--- src/rtl/i2cmbe_pkg.sv ---
// Shared constants and types for the I2C master bit engine.
package i2cmbe_pkg;

   typedef logic [2:0]  cmd_type;
   typedef logic [7:0]  byte_type;
   typedef logic [15:0] ticks_type;

   localparam cmd_type CMD_NONE  = 3'd0;
   localparam cmd_type CMD_START = 3'd1;
   localparam cmd_type CMD_STOP  = 3'd2;
   localparam cmd_type CMD_WRITE = 3'd3;
   localparam cmd_type CMD_READ  = 3'd4;
   localparam cmd_type CMD_ACK   = 3'd5;

   localparam int BITS_PER_BYTE = 8;

   localparam ticks_type HALF_PERIOD_RESET = 16'd250;

endpackage

--- src/rtl/i2cmbe_req_if.sv ---
// Command channel carrying one tick of engine input per item.
interface i2cmbe_req_if;
   import i2cmbe_pkg::*;

   logic     valid;
   logic     ready;
   cmd_type  action;
   byte_type tx_byte;
   logic     ack_level;
   logic     sda_in;

   modport source (output valid, action, tx_byte, ack_level, sda_in, input ready);
   modport sink   (input valid, action, tx_byte, ack_level, sda_in, output ready);
endinterface

--- src/rtl/i2cmbe_rsp_if.sv ---
// Result channel carrying the pin levels and status for one tick.
interface i2cmbe_rsp_if;
   import i2cmbe_pkg::*;

   logic     valid;
   logic     ready;
   logic     scl_out;
   logic     sda_out;
   logic     sda_drive;
   logic     busy_res;
   logic     done_res;
   byte_type rx_byte;
   logic     ack_seen;

   modport source (output valid, scl_out, sda_out, sda_drive, busy_res, done_res, rx_byte,
                   ack_seen, input ready);
   modport sink   (input valid, scl_out, sda_out, sda_drive, busy_res, done_res, rx_byte,
                   ack_seen, output ready);
endinterface

--- src/rtl/i2c_master_bit_engine_top.sv ---
// I2C master bit engine: sequences SCL and SDA for start, stop, byte and acknowledge commands.
// Every request item is one clock tick of the bus engine and yields exactly one response item
// in the cycle after it is accepted; one item is taken per clock cycle, limited only by the
// single response register, which frees as the response item is taken. A command is taken only
// while no command is in progress; each pin step but the last is followed by half_ff idle ticks,
// and done_res pulses on the item in which the last step of a command executes.
module i2c_master_bit_engine_top (
   input  logic                  clock,
   input  logic                  reset,
   input  logic                  csr_wr_en,
   input  i2cmbe_pkg::ticks_type csr_wr_data,
   i2cmbe_req_if.sink            req_bus,
   i2cmbe_rsp_if.source          rsp_bus
);
   import i2cmbe_pkg::*;

   localparam logic [2:0] PH_IDLE  = 3'd0;
   localparam logic [2:0] PH_STEP1 = 3'd1;
   localparam logic [2:0] PH_STEP2 = 3'd2;
   localparam logic [2:0] PH_STEP3 = 3'd3;
   localparam logic [2:0] PH_STEP4 = 3'd4;

   localparam logic [3:0] BIT_LIMIT = 4'(BITS_PER_BYTE);

   ticks_type  half_ff;
   cmd_type    cmd_ff,     cmd_in;
   logic [2:0] phase_ff,   phase_in;
   logic [3:0] bit_cnt_ff, bit_cnt_in;
   byte_type   shift_ff,   shift_in;
   ticks_type  delay_ff,   delay_in;
   logic       scl_ff,     scl_in;
   logic       sda_ff,     sda_in;
   logic       ack_ff,     ack_in;
   logic       drive_ff,   drive_in;
   byte_type   rx_hold_ff, rx_hold_in;
   logic       done_ff,    done_in;
   logic       rsp_valid_ff;
   logic       accept;
   logic [3:0] bit_cnt_inc;

   assign req_bus.ready = !rsp_valid_ff || rsp_bus.ready;
   assign accept        = req_bus.valid && req_bus.ready;
   assign bit_cnt_inc   = bit_cnt_ff + 4'd1;

   always_comb begin
      cmd_in     = cmd_ff;
      phase_in   = phase_ff;
      bit_cnt_in = bit_cnt_ff;
      shift_in   = shift_ff;
      delay_in   = delay_ff;
      scl_in     = scl_ff;
      sda_in     = sda_ff;
      ack_in     = ack_ff;
      drive_in   = drive_ff;
      rx_hold_in = rx_hold_ff;
      done_in    = 1'b0;
      if (cmd_ff == CMD_NONE) begin
         if (req_bus.action inside {[CMD_START:CMD_ACK]}) begin
            cmd_in     = req_bus.action;
            bit_cnt_in = '0;
            drive_in   = 1'b1;
            phase_in   = PH_STEP1;
            delay_in   = half_ff;
            case (req_bus.action)
               CMD_START: begin
                  sda_in = 1'b1;
                  scl_in = 1'b1;
               end
               CMD_STOP: sda_in = 1'b0;
               CMD_ACK:  sda_in = req_bus.ack_level;
               CMD_WRITE: begin
                  shift_in = req_bus.tx_byte;
                  sda_in   = req_bus.tx_byte[7];
               end
               default: begin
                  sda_in   = 1'b1;
                  drive_in = 1'b0;
                  shift_in = '0;
               end
            endcase
         end
      end else if (delay_ff != '0) begin
         delay_in = delay_ff - 16'd1;
      end else begin
         // finish unless a step below advances to a next phase
         cmd_in   = CMD_NONE;
         phase_in = PH_IDLE;
         delay_in = '0;
         done_in  = 1'b1;
         case (cmd_ff)
            CMD_START, CMD_STOP, CMD_ACK: begin
               if (phase_ff == PH_STEP1 || phase_ff == PH_STEP2) begin
                  cmd_in   = cmd_ff;
                  done_in  = 1'b0;
                  delay_in = half_ff;
                  phase_in = (phase_ff == PH_STEP1) ? PH_STEP2 : PH_STEP3;
                  if (cmd_ff == CMD_START) begin
                     if (phase_ff == PH_STEP1) sda_in = 1'b0;
                     else                      scl_in = 1'b0;
                  end else if (cmd_ff == CMD_STOP) begin
                     if (phase_ff == PH_STEP1) scl_in = 1'b1;
                     else                      sda_in = 1'b1;
                  end else begin
                     scl_in = (phase_ff == PH_STEP1);
                  end
               end
            end
            CMD_WRITE: begin
               if (phase_ff == PH_STEP1 || phase_ff == PH_STEP2 || phase_ff == PH_STEP3) begin
                  cmd_in   = cmd_ff;
                  done_in  = 1'b0;
                  delay_in = half_ff;
                  if (phase_ff == PH_STEP2) begin
                     scl_in     = 1'b0;
                     shift_in   = {shift_ff[6:0], 1'b0};
                     bit_cnt_in = bit_cnt_inc;
                     if (bit_cnt_inc < BIT_LIMIT) begin
                        sda_in   = shift_ff[6];
                        phase_in = PH_STEP1;
                     end else begin
                        sda_in   = 1'b1;
                        drive_in = 1'b0;
                        phase_in = PH_STEP3;
                     end
                  end else begin
                     scl_in   = 1'b1;
                     phase_in = (phase_ff == PH_STEP1) ? PH_STEP2 : PH_STEP4;
                  end
               end else begin
                  if (phase_ff == PH_STEP4) ack_in = req_bus.sda_in;
                  scl_in = 1'b0;
               end
            end
            CMD_READ: begin
               if (phase_ff == PH_STEP1 || phase_ff == PH_STEP2) begin
                  cmd_in   = cmd_ff;
                  done_in  = 1'b0;
                  delay_in = half_ff;
                  if (phase_ff == PH_STEP1) begin
                     scl_in   = 1'b1;
                     phase_in = PH_STEP2;
                  end else begin
                     shift_in   = {shift_ff[6:0], req_bus.sda_in};
                     scl_in     = 1'b0;
                     bit_cnt_in = bit_cnt_inc;
                     phase_in   = (bit_cnt_inc < BIT_LIMIT) ? PH_STEP1 : PH_STEP3;
                  end
               end else if (phase_ff == PH_STEP3) begin
                  rx_hold_in = shift_ff;
               end
            end
            default: ;
         endcase
      end
   end

   always_ff @(posedge clock) begin
      if (reset) begin
         half_ff      <= HALF_PERIOD_RESET;
         cmd_ff       <= CMD_NONE;
         phase_ff     <= PH_IDLE;
         bit_cnt_ff   <= '0;
         shift_ff     <= '0;
         delay_ff     <= '0;
         scl_ff       <= 1'b1;
         sda_ff       <= 1'b1;
         ack_ff       <= 1'b0;
         drive_ff     <= 1'b1;
         rx_hold_ff   <= '0;
         done_ff      <= 1'b0;
         rsp_valid_ff <= 1'b0;
      end else begin
         if (csr_wr_en) begin
            half_ff <= csr_wr_data;
         end
         if (accept) begin
            cmd_ff     <= cmd_in;
            phase_ff   <= phase_in;
            bit_cnt_ff <= bit_cnt_in;
            shift_ff   <= shift_in;
            delay_ff   <= delay_in;
            scl_ff     <= scl_in;
            sda_ff     <= sda_in;
            ack_ff     <= ack_in;
            drive_ff   <= drive_in;
            rx_hold_ff <= rx_hold_in;
            done_ff    <= done_in;
         end
         if (accept) begin
            rsp_valid_ff <= 1'b1;
         end else if (rsp_bus.ready) begin
            rsp_valid_ff <= 1'b0;
         end
      end
   end

   assign rsp_bus.valid     = rsp_valid_ff;
   assign rsp_bus.scl_out   = scl_ff;
   assign rsp_bus.sda_out   = sda_ff;
   assign rsp_bus.sda_drive = drive_ff;
   assign rsp_bus.busy_res  = (cmd_ff != CMD_NONE);
   assign rsp_bus.done_res  = done_ff;
   assign rsp_bus.rx_byte   = rx_hold_ff;
   assign rsp_bus.ack_seen  = ack_ff;

endmodule

--- src/flat_wrapper.sv ---
// flat-port wrapper written by rule: the top's interface ports become plain ports
module i2c_master_bit_engine_top_flat import i2cmbe_pkg::*;
  (clock, reset, csr_wr_en, csr_wr_data, req_bus_valid, req_bus_action, req_bus_tx_byte, req_bus_ack_level, req_bus_sda_in, req_bus_ready, rsp_bus_valid, rsp_bus_scl_out, rsp_bus_sda_out, rsp_bus_sda_drive, rsp_bus_busy_res, rsp_bus_done_res, rsp_bus_rx_byte, rsp_bus_ack_seen, rsp_bus_ready);
  i2cmbe_req_if req_bus_i ();
  i2cmbe_rsp_if rsp_bus_i ();
  input  logic clock;
  input  logic reset;
  input  logic csr_wr_en;
  input  i2cmbe_pkg::ticks_type csr_wr_data;
  input wire logic [$bits(req_bus_i.valid)-1:0] req_bus_valid;
  input wire logic [$bits(req_bus_i.action)-1:0] req_bus_action;
  input wire logic [$bits(req_bus_i.tx_byte)-1:0] req_bus_tx_byte;
  input wire logic [$bits(req_bus_i.ack_level)-1:0] req_bus_ack_level;
  input wire logic [$bits(req_bus_i.sda_in)-1:0] req_bus_sda_in;
  output wire logic [$bits(req_bus_i.ready)-1:0] req_bus_ready;
  output wire logic [$bits(rsp_bus_i.valid)-1:0] rsp_bus_valid;
  output wire logic [$bits(rsp_bus_i.scl_out)-1:0] rsp_bus_scl_out;
  output wire logic [$bits(rsp_bus_i.sda_out)-1:0] rsp_bus_sda_out;
  output wire logic [$bits(rsp_bus_i.sda_drive)-1:0] rsp_bus_sda_drive;
  output wire logic [$bits(rsp_bus_i.busy_res)-1:0] rsp_bus_busy_res;
  output wire logic [$bits(rsp_bus_i.done_res)-1:0] rsp_bus_done_res;
  output wire logic [$bits(rsp_bus_i.rx_byte)-1:0] rsp_bus_rx_byte;
  output wire logic [$bits(rsp_bus_i.ack_seen)-1:0] rsp_bus_ack_seen;
  input wire logic [$bits(rsp_bus_i.ready)-1:0] rsp_bus_ready;
  assign req_bus_i.valid = req_bus_valid;
  assign req_bus_i.action = req_bus_action;
  assign req_bus_i.tx_byte = req_bus_tx_byte;
  assign req_bus_i.ack_level = req_bus_ack_level;
  assign req_bus_i.sda_in = req_bus_sda_in;
  assign req_bus_ready = req_bus_i.ready;
  assign rsp_bus_valid = rsp_bus_i.valid;
  assign rsp_bus_scl_out = rsp_bus_i.scl_out;
  assign rsp_bus_sda_out = rsp_bus_i.sda_out;
  assign rsp_bus_sda_drive = rsp_bus_i.sda_drive;
  assign rsp_bus_busy_res = rsp_bus_i.busy_res;
  assign rsp_bus_done_res = rsp_bus_i.done_res;
  assign rsp_bus_rx_byte = rsp_bus_i.rx_byte;
  assign rsp_bus_ack_seen = rsp_bus_i.ack_seen;
  assign rsp_bus_i.ready = rsp_bus_ready;
  i2c_master_bit_engine_top u_core (.clock(clock), .reset(reset), .csr_wr_en(csr_wr_en), .csr_wr_data(csr_wr_data), .req_bus(req_bus_i), .rsp_bus(rsp_bus_i));
endmodule
--- config.mk ---
export PLATFORM = sky130hd
export DESIGN_NAME = i2c_master_bit_engine_top_flat
export DESIGN_NICKNAME = d
export VERILOG_FILES = /design/src/rtl/i2cmbe_pkg.sv /design/src/rtl/i2cmbe_req_if.sv /design/src/rtl/i2cmbe_rsp_if.sv /design/src/rtl/i2c_master_bit_engine_top.sv /design/src/flat_wrapper.sv
export SDC_FILE = /design/constraint.sdc
export NUM_CORES = 1
export LEC_CHECK = 0
export ABC_AREA = 1
export BUFFER_PORTS_ARGS = -buffer_cell sky130_fd_sc_hd__buf_2
export CORE_AREA = 3 3 108 110
export CTS_CLUSTER_SIZE = 8
export DETAILED_ROUTE_END_ITERATION = 12
export DIE_AREA = 0 0 111 113
export SYNTH_ARGS = -nofsm -noshare
export SYNTH_HDL_FRONTEND = slang
export SYNTH_SLANG_ARGS = --single-unit
--- constraint.sdc ---
create_clock -name clock -period 4 [get_ports clock]
set_clock_uncertainty 0.15 [all_clocks]
set_input_delay 0.4 -clock clock [delete_from_list [all_inputs] [get_ports clock]]
set_output_delay 0.4 -clock clock [all_outputs]
set_load 0.005 [all_outputs]
# Word-level counts from Yosys, hierarchy flattened
# Index checks and enable logic that the tools add are counted.
# totals
register_bits	64
inputBits	34
out_inout_bits	16
wordCells	165
# classes
addsub	2
order_cmp	3
n_eq_ne	30
n_mux	83
n_bitwise	4
reduce_logical	30
# ops
operator	n
$mux 16	5
$mux 8	7
$mux 3	14
$mux 1	39
$pmux 16 s2	1
$pmux 8 s2	2
$mux 4	7
$eq 3x2->1 const B	6
$reduce_and 9->1	2
$reduce_bool 16->1	1
$sub 16x1->16 const B	1
$eq 3x3->1 const B	4
$ne 3x1->1 const B	4
$reduce_and 6->1	2
$reduce_and 10->1	1
$eq 3x1->1 const B	3
$ne 3x2->1 const B	3
$pmux 3 s3	1
$reduce_bool 3->1	3
$ne 4x3->1 const B	2
$pmux 4 s2	1
$reduce_and 8->1	1
$reduce_bool 2->1	4
$reduce_or 4->1	2
24 further kinds	36

# Logic depth before layout (Yosys ltp)
# logic_depth
depth_word	8
depth_mapped	12
depth_no_buf	11

# Least setup slack after synthesis
# No wires, ideal clock.
# synth_timing
path_type	reg2reg
from	register u_core.delay_ff[0]
to	register u_core.drive_ff, in the netlist u_core.rsp_bus.sda_drive
setup_ns	0.134
t_arrival_ns	1.379
required_time_ns	3.716
setup_slack_ns	2.338
stages_incl_launch_ff	13
n_path_buf	1
period_less_slack_ns	1.662
path_cell_list	dfxtp_1 > inv_1 > ha_1 > nand2_1 > nor2_1 > nand2_1 > nand2_2 > inv_2 > nor2_8 > inv_2 > buf_6 > o21ai_2 > nand3_1
# synth_between
elab_chain_len	3
# synth_lines
item	line	rtl
start: declaration	i2c_master_bit_engine_top.sv:30	ticks_type delay_ff, delay_in;
start signal: assignment	i2c_master_bit_engine_top.sv:181	delay_ff <= delay_in;
$reduce_bool 16->1	i2c_master_bit_engine_top.sv:82	end else if (delay_ff != '0) begin
$ne 2x1->1 (no source line)	n/a	
$reduce_and 7->1 (no source line)	n/a	
end signal: assignment	i2c_master_bit_engine_top.sv:185	drive_ff <= drive_in;
end: declaration	i2c_master_bit_engine_top.sv:34	logic drive_ff, drive_in;
# No other way between the ends.
# A chain may end at the register's enable or synchronous reset.

# Final worst setup path
# layout_timing
from	register u_core.cmd_ff[1]
to	register u_core.shift_ff[2]
# layout_between
elab_chain_len	4
word_cells_on_any_way	15
cone_classes	eq/ne: 9; mux: 3; reduce/logical: 3
# layout_lines
item	line	rtl
start: declaration	i2c_master_bit_engine_top.sv:26	cmd_type cmd_ff, cmd_in;
start signal: assignment	i2c_master_bit_engine_top.sv:177	cmd_ff <= cmd_in;
$eq 3x3->1 / $eq 3x2->1 (equally long branches)	i2c_master_bit_engine_top.sv:90	case (cmd_ff)
$pmux 8 s2	i2c_master_bit_engine_top.sv:90	
$mux 8	i2c_master_bit_engine_top.sv:82	
$mux 8	i2c_master_bit_engine_top.sv:57	if (cmd_ff == CMD_NONE) begin
end signal: assignment	i2c_master_bit_engine_top.sv:180	shift_ff <= shift_in;
end: declaration	i2c_master_bit_engine_top.sv:29	byte_type shift_ff, shift_in;
# Several ways; a longest one is shown, not always the timed one. The select of a mux whose other input is x is not followed.

==> reports/qor.yml <==
start_util_pct: 33.0
combPwrFrac_pct: 31.5
ys_async_sr_fraction_pct: 0
drc: 0
synth_compound_area_share_pct: 16.7
io_pins: 50
synth_area_leaders: "dfxtp_1 36%, nand2_1 14%, nor2_1 8.1%"
muxShareOfSynthArea_pct: 0
clk_latency_ns: 0.34
synth-seq-cells: 64
cp.required_ns: 4.08
tightest_slew_ns: 1.19
pwr-share-clk_pct: 28.1
sw_frac_of_total_pct: 38.3
globalRouteOverflowTotal: 0
irDropWorstVdd_v: 0.000234
antenna_cells: 0
syn_avg_cell_area_um2: 6.58
cts_tree: "yes"
finalSetupViolations: 0
p_switching_uw: 710
dp_hpwl_mm: 7.28
post-synth-top-count-cell: "nand2_1"
p_int_uw: 1150
status: "complete, no violations"
drt-initial-drc-count: 203
setup_slack_ns: 1.76
period_share_pct: 55.9
power_leakage_uw: 0.00183
max_cap_violations: 0
hp-start: "csr_wr_data[3]"
seq_power_share_pct: 40.4
yosysUniqueCellTypes: 35
die_area_um2: 12500
drv_slew: 0
clock_path_buffers: 2
wirelength_mm: 9.90
detail_route.vias_per_cell: 5.06
ys.flop_type: "dfxtp_1"
portBuffers: 49
die_w_um: 111
vias: 3687
core.rowCount: 38
cts-buffers-inserted: 9
path_delay_family: "simple AND/OR/NAND/NOR gates"
cts_resized: 0
grt_first_pass_wirelength_mm: 16.5
crit_slowest_cell: "dfxtp_1"
yosysTopAreaCell: "dfxtp_1"
r2r_start: "u_core.cmd_ff[1]"
die_h_um: 113
powerDensity_nw_per_um2: 455
whs_path_depth: 3
finalNonFillerCells: 729
met3_usage_pct: 2.99
cp_max_fo: 27
slowest_delay_ns: 0.38
synth_nets: 579
r2r_cells: 10
grtUsageTotal_pct: 15.9
fin_tns_setup_ns: 0
slew_headroom_pct: 20.5
ys_warn_count: 0
fillCellCount: 1134
synthAdderAreaFrac_pct: 1.05
firstDrtPassIters: 5
wire_per_inst_um: 13.6
worstSetupPathType: "reg2reg"
syn_inst: 542
max_freq_ghz: 0.447
layout.nets: 621
synth_top_family_by_area: "simple AND/OR/NAND/NOR gates"
synthTopCellsByCount: "130 x nand2_1, 77 x nor2_1, 64 x dfxtp_1"
post_cts_buffers: 0
clk_pin_slew_ns: 0.07
yosysTopAreaCellShare_pct: 35.9
grt_max_degree: 44
drive_above_1_share_pct: 16.8
grt.busiest_layer: "met2"
area_growth_pct: 14.5
core_area_um2: 10800
r2r-end: "u_core.shift_ff[2]"
routabilityCongestion: 0.901
finalHoldViolCount: 0
post-place-ws_ns: 1.64
path_cells: "nor2_2, nand2_4, clkinv_2, o211ai_1, nand2_1, nand2_2, nor2_4, nand3_1, nand2_1, nor2_1"
worst-path-buf-inv: 1
arrival_ns: 2.32
crit_path_frequent_cell: "nand2_1"
antenna_left: 0
placedCellCount: 713
reg2reg_slack_ns: 1.76
clk_root_buffer_cell: "clkbuf_8"
rsz0062_at_grt: "false"
use_met1_pct: 21.5
min_to: "u_core.half_ff[3]"
min_period_ns: 2.24
synth-edff-count: 0
ctsHoldBuffers: 0
synth_xor_area_share_pct: 2.21
cts.sinks: 64
power_uw: 1860
start_kind: "register"
hold_path_class: "in2reg"
synth_simple_gate_area_share_pct: 37.0
grtUsageMet2_pct: 25.6
syn_area_um2: 3570
htree_levels: 3
first_global_vias: 3391
dpl_cell_area_um2: 3900
yosysSeqAreaShare_pct: 35.9
fin_area_um2: 4080
antenna_found_initial: 0
critPathCaptureType: "register"
==> kinds of logic after synthesis <==
| logic type | after synthesis |
|---|---|
| and+or+nand+nor | 294 |
| DFF | 64 |
| buffers and inverters | 60 |
| xor gates and xnor gates | 9 |
| AOI/OAI and AO/OA | 112 |
| adders and majority gates | 3 |
==> worst min-delay path, cell delays in order <==
cell     delay, ns
buf_2         0.07
nand2_1       0.04
nand3_1       0.06
==> worst max-delay path by stage <==
stage,startpoint,end,slack (ns),depth (start not counted)
2_1_floorplan,u_core.delay_ff[0],u_core.rsp_bus.sda_drive,2.34,12
3_3_place_gp,rsp_bus_ready,u_core.rsp_bus.sda_drive,1.73,10
3_5_place_dp,rsp_bus_ready,u_core.delay_ff[0],1.64,10
4_1_cts,u_core.delay_ff[0],u_core.delay_ff[10],1.76,10
5_1_grt,u_core.delay_ff[8],u_core.delay_ff[12],1.53,9
6_report,u_core.cmd_ff[1],u_core.shift_ff[2],1.76,10
==> cell usage in the layout, fill, tap and decap left out, types with 5 or more instances in the layout <==
master      n
a21oi_1    51
a22oi_1     7
buf_2      49
clkbuf_8   11
dfxtp_1    64
inv_1      30
inv_2       8
nand2_1   130
nand3_1    46
nand4_1     7
nor2_1     77
nor2_2      6
nor3_1     10
o21ai_0    46
xnor2_1     5
==> state kept, by name, summed over array words and instances (netlist names) <==
register,cells
u_core.rsp_bus.scl_out,1
u_core.bit_cnt_ff,4
u_core.cmd_ff,3
u_core.rsp_bus.ack_seen,1
u_core.shift_ff,8
u_core.rsp_bus.done_res,1
u_core.phase_ff,3
u_core.delay_ff,16
u_core.rsp_bus.rx_byte,8
u_core.rsp_bus.sda_out,1
u_core.half_ff,16
u_core.rsp_bus.sda_drive,1
u_core.rsp_bus.valid,1
==> power by group through the flow <==
stage               registers [µW]  clock network (µW)  logic (µW)
finish                         750                 521         585
floorplan                      748                   0         463
global placement               762                   0         574
detailed placement             763                   0         581
CTS                            749                 532         584
global route                   757                 565         664
==> layout make-up <==
type | instances | area, µm² | area share, %
clock buffer | 12 | 155 | 3.80
clock inverter | 4 | 28.8 | 0.705
inverter | 40 | 151 | 3.71
multi-input combinational | 418 | 2030 | 49.7
sequential | 64 | 1280 | 31.4
tap | 140 | 175 | 4.29
timing repair buffer | 51 | 260 | 6.37
==> routing by layer <==
| metal | vias up | part of all wire [%] | wire length (µm) |
|---|---|---|---|
| met5 | - | 0 | 0 |
| met4 | 0 | 1.4 | 142 |
| met3 | 13 | 3.0 | 298 |
| met2 | 78 | 47 | 4640 |
| met1 | 1719 | 49 | 4830 |
| li1 | 1877 | - | - |
==> stage by stage <==
stage | hold WS, ns | util (%)
2_1_floorplan | 0.279 | -
3_3_place_gp | 0.301 | 36.1
3_5_place_dp | 0.302 | 36.1
4_1_cts | 0.103 | 37.8
5_1_grt | 0.126 | 37.8
6_report | 0.116 | 37.8
Power figures use the tool's default switching activity.
